==> config.mk <==
export PLATFORM = sky130hd
export DESIGN_NAME = ffp_cell
export DESIGN_NICKNAME = d
export VERILOG_FILES = /design/src/rtl/ffp_pkg.sv /design/src/rtl/ffp_cell.sv
export SDC_FILE = /design/constraint.sdc
export NUM_CORES = 1
export LEC_CHECK = 0
export BUFFER_PORTS_ARGS = -buffer_cell sky130_fd_sc_hd__buf_4
export CORE_ASPECT_RATIO = 0.75
export CORE_MARGIN = 2
export CORE_UTILIZATION = 50
export DETAILED_ROUTE_END_ITERATION = 10
export PLACE_DENSITY = 0.66
export SETUP_SLACK_MARGIN = 0.05
export SLEW_MARGIN = 25
export SYNTH_ARGS = -nofsm -noshare
export SYNTH_HDL_FRONTEND = slang
export SYNTH_SLANG_ARGS = --single-unit
==> constraint.sdc <==
create_clock -name clk -period 10.4 [get_ports clk]
set_input_delay 0.52 -clock clk [delete_from_list [all_inputs] [get_ports clk]]
set_output_delay 0.52 -clock clk [all_outputs]
set_load 0.1 [all_outputs]
==> src/rtl/ffp_pkg.sv <==
`default_nettype none
// ----------------------------------------------------------------------------
// ffp_pkg: shared types and constants
// Field widths, register indexes and the control and token records that pass
// between the placement controller and the machine cells.
// ----------------------------------------------------------------------------
package ffp_pkg;

    localparam int ID_W    = 10;
    localparam int LIMIT_W = 7;
    localparam int MIDX_W  = 6;
    localparam int MUSE_W  = 7;

    localparam logic [0:0] CFG_STORAGE_LIMIT = 1'd0;
    localparam logic [0:0] CFG_LOAD_LIMIT    = 1'd1;

    localparam logic [LIMIT_W-1:0] STORAGE_RESET  = 7'd60;
    localparam logic [LIMIT_W-1:0] PARALLEL_SLOTS = 7'd10;
    localparam logic [LIMIT_W-1:0] DEADLINE_UNITS = 7'd2;
    localparam logic [LIMIT_W-1:0] LOAD_RESET     = 7'(PARALLEL_SLOTS * DEADLINE_UNITS);

    // broadcast from the controller to every cell
    typedef struct packed {
        logic [ID_W-1:0]    id;
        logic [LIMIT_W-1:0] storage_limit;
        logic [LIMIT_W-1:0] load_limit;
        logic               clear;
        logic               cmp_en;
    } cell_ctl_t;

    // placement token handed from cell to cell
    typedef struct packed {
        logic live;
        logic pending;
        logic found;
        logic opened;
    } token_t;

endpackage
`default_nettype wire

==> src/rtl/ffp_cell.sv <==
`default_nettype none
// ----------------------------------------------------------------------------
// ffp_cell: one machine
// Holds the machine's id store, id count and load. Scans its store against
// the broadcast id, then evaluates the placement token once it passes by.
// ----------------------------------------------------------------------------
module ffp_cell #(
    parameter int SLOTS    = 64,
    parameter int AW       = 6,
    parameter int CW       = 7,
    parameter int IW       = 6,
    parameter int MY_INDEX = 0
) (
    input  wire                   clk,
    input  wire                   rst_n,
    input  ffp_pkg::cell_ctl_t    ctl,
    input  wire  [AW-1:0]         rd_addr,
    input  wire  [AW-1:0]         cmp_addr,
    input  ffp_pkg::token_t       tok_in,
    input  wire  [IW-1:0]         idx_in,
    output ffp_pkg::token_t       tok_out,
    output logic [IW-1:0]         idx_out
);
    import ffp_pkg::*;

    logic [ID_W-1:0]    mem [SLOTS];
    logic [ID_W-1:0]    rdata_reg;
    logic               open_reg;
    logic [CW-1:0]      count_reg;
    logic [LIMIT_W-1:0] load_reg;
    logic               has_reg;
    token_t             tok_reg;
    logic [IW-1:0]      idx_reg;

    logic   hit;
    logic   slot_free;
    logic   fits;
    logic   claim;
    logic   open_new;
    token_t tok_next;

    assign hit = ctl.cmp_en && (32'(cmp_addr) < 32'(count_reg)) && (rdata_reg == ctl.id);
    assign slot_free = (32'(count_reg) < 32'(ctl.storage_limit)) && (32'(count_reg) < SLOTS);
    assign fits = open_reg && (has_reg || slot_free) && (load_reg < ctl.load_limit);
    assign claim = tok_in.live && tok_in.pending && fits;
    assign open_new = tok_in.live && tok_in.pending && !open_reg;

    always_comb
    begin
        tok_next.live    = tok_in.live;
        tok_next.pending = tok_in.pending && open_reg && !fits;
        tok_next.found   = tok_in.found || claim || open_new;
        tok_next.opened  = tok_in.opened || open_new;
    end

    always_ff @(posedge clk)
    begin
        rdata_reg <= mem[rd_addr];
        if (open_new)
        begin
            mem[0] <= ctl.id;
        end
        else if (claim && !has_reg)
        begin
            mem[count_reg[AW-1:0]] <= ctl.id;
        end
    end

    always_ff @(posedge clk or negedge rst_n)
    begin
        if (!rst_n)
        begin
            open_reg  <= 1'b0;
            count_reg <= '0;
            load_reg  <= '0;
            has_reg   <= 1'b0;
            tok_reg   <= '0;
            idx_reg   <= '0;
        end
        else
        begin
            tok_reg <= tok_next;
            idx_reg <= (claim || open_new) ? IW'(MY_INDEX) : idx_in;
            if (ctl.clear)
            begin
                has_reg <= 1'b0;
            end
            else if (hit)
            begin
                has_reg <= 1'b1;
            end
            if (open_new)
            begin
                open_reg  <= 1'b1;
                count_reg <= CW'(1);
                load_reg  <= LIMIT_W'(1);
            end
            else if (claim)
            begin
                load_reg <= load_reg + 1'b1;
                if (!has_reg)
                begin
                    count_reg <= count_reg + 1'b1;
                end
            end
        end
    end

    assign tok_out = tok_reg;
    assign idx_out = idx_reg;

endmodule
`default_nettype wire

### After elaboration in Yosys (flattened, before gate mapping)

Memories as Yosys holds them, arrays and structs flattened. A register that Yosys moved wholly into a read port is not among the register bits.
Index checks and enable logic that the tools add are counted.

* bits in registers: 26
* memories: 1
* output and inout port bits: 10
* input port bits: 50
* bits in writable memories: 640

* add/subtract/negate cells: 2
* reduce and logical (&&, ||, !) cells: 23
* multiplexer cells: 16
* equality and inequality tests: 2
* order comparisons: 4

Memory list
* mem: words 64, width 10, rd ports 1, clocked after Yosys merged registers in 1, write ports 1, line ffp_cell.sv:26 `logic [ID_W-1:0] mem [SLOTS];`

Operator list (number)
* $mux 7: 5
* $add 7x1->7 const B: 2
* $lt 7x7->1: 2
* $mux 6: 2
* $logic_and 1x1->1: 11
* $eq 10x10->1: 1
* $mux 10: 1
* $reduce_or 10->1: 1
* $mux 1: 8
* $lt 6x7->1: 1
* $lt 7x7->1 const B: 1
* $logic_or 1x1->1: 5
* $reduce_bool 2->1: 2
* $logic_not 1->1: 3
* $ne 2x1->1 const B: 1
* $reduce_and 2->1: 1

### Depth between registers and ports, before layout

* depth after elaboration: 12
* depth in mapped cells: 9

### Least setup slack after synthesis

OpenSTA, ideal clock, no wires.

* path kind: input -> register
* start point: input ctl[14] (netlist bit)
* end point: memory mem[31][0] (enable)
* path slack: 6.864 ns
* setup time: 0.404 ns
* stages: 9
* buffers on the path: 1
* data required time: 9.996 ns
* data arrival time: 3.132 ns
* cell sequence: inv_1 ha_1 a21o_1 a211o_1 a31o_4 o21ai_4 nand2_2 buf_2 nor4_1

* cells in the longest elaborated chain, start to end: 12
* elaborated cells between the ends (all ways): 13
* classes of those cells: order compare: 1; mux: 5; reduce/logical: 7

Ends and longest elaborated chain
* start: declaration: line ffp_cell.sv:16 `input ffp_pkg::cell_ctl_t ctl,`
* $lt 7x7->1 (*): line ffp_cell.sv:43 `assign slot_free = (32'(count_reg) < 32'(ctl.storage_limit)) && (32'(count_reg) < SLOTS);`
* $logic_and 1x1->1 (*): line ffp_cell.sv:43
* $logic_or 1x1->1 (*): line ffp_cell.sv:44 `assign fits = open_reg && (has_reg || slot_free) && (load_reg < ctl.load_limit);`
* $logic_and 1x1->1 (*) (2 in series): line ffp_cell.sv:44
* $logic_and 1x1->1 (*): line ffp_cell.sv:45 `assign claim = tok_in.live && tok_in.pending && fits;`
* $logic_and 1x1->1 (*): line ffp_cell.sv:63 `else if (claim && !has_reg)`
* $mux 1 (*): line ffp_cell.sv:63
* $mux 1 (*): line ffp_cell.sv:59 `if (open_new)`
* $mux 1 (implied by the code) (*): line ffp_cell.sv:65 `mem[count_reg[AW-1:0]] <= ctl.id;`
* $reduce_or 10->1 (no line)
* $mux 6 (no line) / $mux 1 (equally long branches)
* end: declaration: line ffp_cell.sv:26

Mark *: on every way between the ends. The rest lies on a longest branch, timed or not.

### Worst setup path after layout

* start point: register count_reg[5]
* end point: memory mem[45][2] (enable)

* cells in the longest elaborated chain, start to end: 12
* elaborated cells between the ends (all ways): 14
* classes of those cells: order compare: 2; mux: 5; reduce/logical: 7

Ends and longest elaborated chain
* start: declaration: line ffp_cell.sv:29 `logic [CW-1:0] count_reg;`
* start signal: assignment: line ffp_cell.sv:103 `count_reg <= count_reg + 1'b1;`
* $lt 7x7->1: line ffp_cell.sv:43
* $logic_and 1x1->1: line ffp_cell.sv:43
* $logic_or 1x1->1: line ffp_cell.sv:44
* $logic_and 1x1->1 (2 in series): line ffp_cell.sv:44
* $logic_and 1x1->1: line ffp_cell.sv:45
* $logic_and 1x1->1: line ffp_cell.sv:63
* $mux 1: line ffp_cell.sv:63
* $mux 1: line ffp_cell.sv:59
* $mux 1 (implied by the code): line ffp_cell.sv:65
* $reduce_or 10->1 (no line)
* $mux 6 (no line) / $mux 1 (equally long branches)

Parallel ways exist; a longest one is shown, timed or not.

==> metrics.yaml <==
cp_max_fo: 16
grt_remaining_overflow: 0
ys_types: 58
yosys_warnings: 0
drt-initial-drc-count: 1708
async_flop_share_pct: 3.846
antenna_found_initial: 2
status: "finished, final reports clean"
fillers: 3836
rsz0062_at_grt: "false"
cts_tree: "built"
clk_latency_ns: 0.63
max_cap_violations: 0
met2WireLength_um: 26880
period_share_pct: 40.46
hold_viol: 0
ys_ff_latch: 676
final_area_um2: 29880
largest_register_ffs: 640
cts_root_buf: "clkbuf_16"
ys_seq_area_share_pct: 76.07
period_needed_ns: 4.208
area_growth_syn_to_layout_pct: 13.27
h-tree-depth: 2
arrival_ns: 4.46
drive_above_1_share_pct: 27.04
synth_ff_type: "edfxtp_1"
vias: 13261
met3_length_um: 6252
power.leakage_nw: 9.588
final_cell_mix: "edfxtp_1 (640), mux4_2 (160), buf_4 (87)"
place_area_um2: 27700
cp-start-kind: "flop"
synthCells: 1289
grt_pass1_vias: 13164
cts_buffers: 61
wl_per_cell_um: 28.81
viasPerCell: 6.214
grt_usage_pct: 22.84
critPathCaptureType: "flop"
finalSetupTns_ns: 0
pin_count: 60
final_antenna_net_count: 0
synth_nets: 1358
grt_pass1_wl_um: 90570
synth_edf_count: 640
start_util_pct: 50.93
dieWidth_um: 269.2
grt_start_max_net_pins: 85
vdd_drop_max_uv: 131.0
routed.top_layer: "met5"
fin_nets: 1447
fmax_ghz: 0.2376
die-area_um2: 54640
slew_headroom_pct: 29.09
cellPowerDensity_nw_per_um2: 199.9
rows: 72
clk_pin_slew_ns: 0.06
wl_met1_um: 27100
dp_hpwl_um: 37100
fin_skew_ns: 0.01990
die_h_um: 202.9
drv_slew: 0
layout_commonest_cell: "edfxtp_1"
wirelength_um: 61490
min_path_type: "primary input to flop"
netlist_area_um2: 26380
core_um2: 51800
cts_resized: 0
clock_path_buffers: 3
syn_area_per_cell_um2: 20.47
tightest_slew_ns: 1.060
required_ns: 10.66
drc: 0
clock-sinks: 676
portBuffers: 59
setup.worst_path.class: "flop to flop"
gp_congestion: 0.8372
drtPass1Iterations: 6
diodes: 0
setup_viol: 0
-- report_power, final --
part	total [mW]	switching [mW]	internal, mW	leakage (nW)
combinational	0.536	0.357	0.179	2.41
clock	2.34	0.983	1.36	1.02
sequential	3.10	0.0541	3.04	6.16
total	5.97	1.39	4.58	9.59
-- worst max-delay path, stage by stage (launching register included) --
cell and delay [ns]:
dfrtp_1 0.67, ha_1 0.34, a21o_1 0.18, a211o_1 0.29
a31o_4 0.24, nor2_4 0.19, nand4_1 0.77, nor2_1 1.13
-- per-layer routing --
metal	track usage (%)	vias up
li1	-	5569
met1	35.58	6982
met2	32.40	624
met3	5.630	82
met4	6.065	4
met5	0	-
-- synthesized netlist by cell type, types with 2 or more instances --
master | number | area share (%)
dfrtp_1 | 26 | 2.5
a21oi_1 | 20 | 0.38
o21a_1 | 2 | 0.057
a31o_2 | 2 | 0.066
mux2i_1 | 5 | 0.19
xnor2_1 | 5 | 0.17
nand2b_1 | 13 | 0.31
a22o_1 | 20 | 0.66
dfxtp_1 | 10 | 0.76
a221oi_1 | 20 | 0.66
nand4_1 | 8 | 0.19
and2_1 | 4 | 0.095
nand2_1 | 28 | 0.40
xor2_1 | 5 | 0.17
o21ai_0 | 4 | 0.076
mux4_2 | 160 | 14
nor2b_1 | 7 | 0.17
o22ai_1 | 32 | 0.76
o21ai_1 | 4 | 0.076
o31ai_1 | 3 | 0.085
a211o_1 | 2 | 0.066
nor2_1 | 81 | 1.2
buf_2 | 24 | 0.46
a21o_1 | 3 | 0.085
and3_1 | 7 | 0.17
buf_1 | 5 | 0.071
clkbuf_1 | 36 | 0.51
or2_2 | 4 | 0.095
ha_1 | 19 | 0.90
nor3_1 | 11 | 0.21
o221ai_1 | 10 | 0.33
or3_1 | 3 | 0.071
a22oi_1 | 8 | 0.23
nor4_1 | 4 | 0.095
nand3_1 | 15 | 0.28
edfxtp_1 | 640 | 73
inv_1 | 18 | 0.26
-- layout make-up --
cell class	instances	area, um^2	area share, %
sequential	676	20070	67.16
multi-input combinational	529	6063	20.29
clock buffer	75	1589	5.317
tap	703	879.6	2.943
timing repair buffer	92	726.9	2.433
clock inverter	41	488.0	1.633
inverter	18	67.56	0.2261
-- worst paths after layout --
kind	start	endpoint	slack [ns]	cells past startpoint
min	tok_in[0]	tok_out[0]$_DFF_PN0_	0.09	2
max reg2reg	count_reg[5]$_DFFE_PN0P_	mem[45][2]$_DFFE_PP_	6.19	7
min reg2reg	load_reg[6]$_DFFE_PN0P_	load_reg[6]$_DFFE_PN0P_	0.51	1
max	count_reg[5]$_DFFE_PN0P_	mem[45][2]$_DFFE_PP_	6.19	7
max in group asynchronous	rst_n	idx_out[4]$_DFF_PN0_	9.79	2
min in group asynchronous	rst_n	tok_out[3]$_DFF_PN0_	0.34	2
-- timing repair --
action | CTS | global route
hold buffers | 2 | 0
buffers inserted | 0 | 0
hold endpoints to repair | 27 | 0
-- kinds of logic after synthesis --
logic type      after synthesis  share of synthesized area [%]
flops                       676                          76.07
simple gates                195                          3.566
mux                         165                          13.85
compound gates              140                          3.960
buf+inv                      84                          1.323
fa+ha+maj                    19                         0.9011
xor+xnor                     10                         0.3320
-- per-stage QoR --
| step | hold WS (ns) | utilization, % | worst slack (ns) | power [mW] | cells |
|---|---|---|---|---|---|
| finish | 0.08988 | 57.69 | 6.192 | 5.973 | 2134 |
| global route | 0.08276 | 57.69 | 6.028 | 6.162 | 2134 |
| CTS | 0.05900 | 57.52 | 6.082 | 6.000 | 2132 |
| detailed placement | 0.4638 | 53.47 | 6.084 | 3.677 | 2014 |
| global placement | 0.4606 | 53.43 | 6.201 | 3.667 | 2014 |
| floorplan | 0.2244 | - | 6.864 | 3.458 | 1289 |
Power figures use the tool's default switching activity.
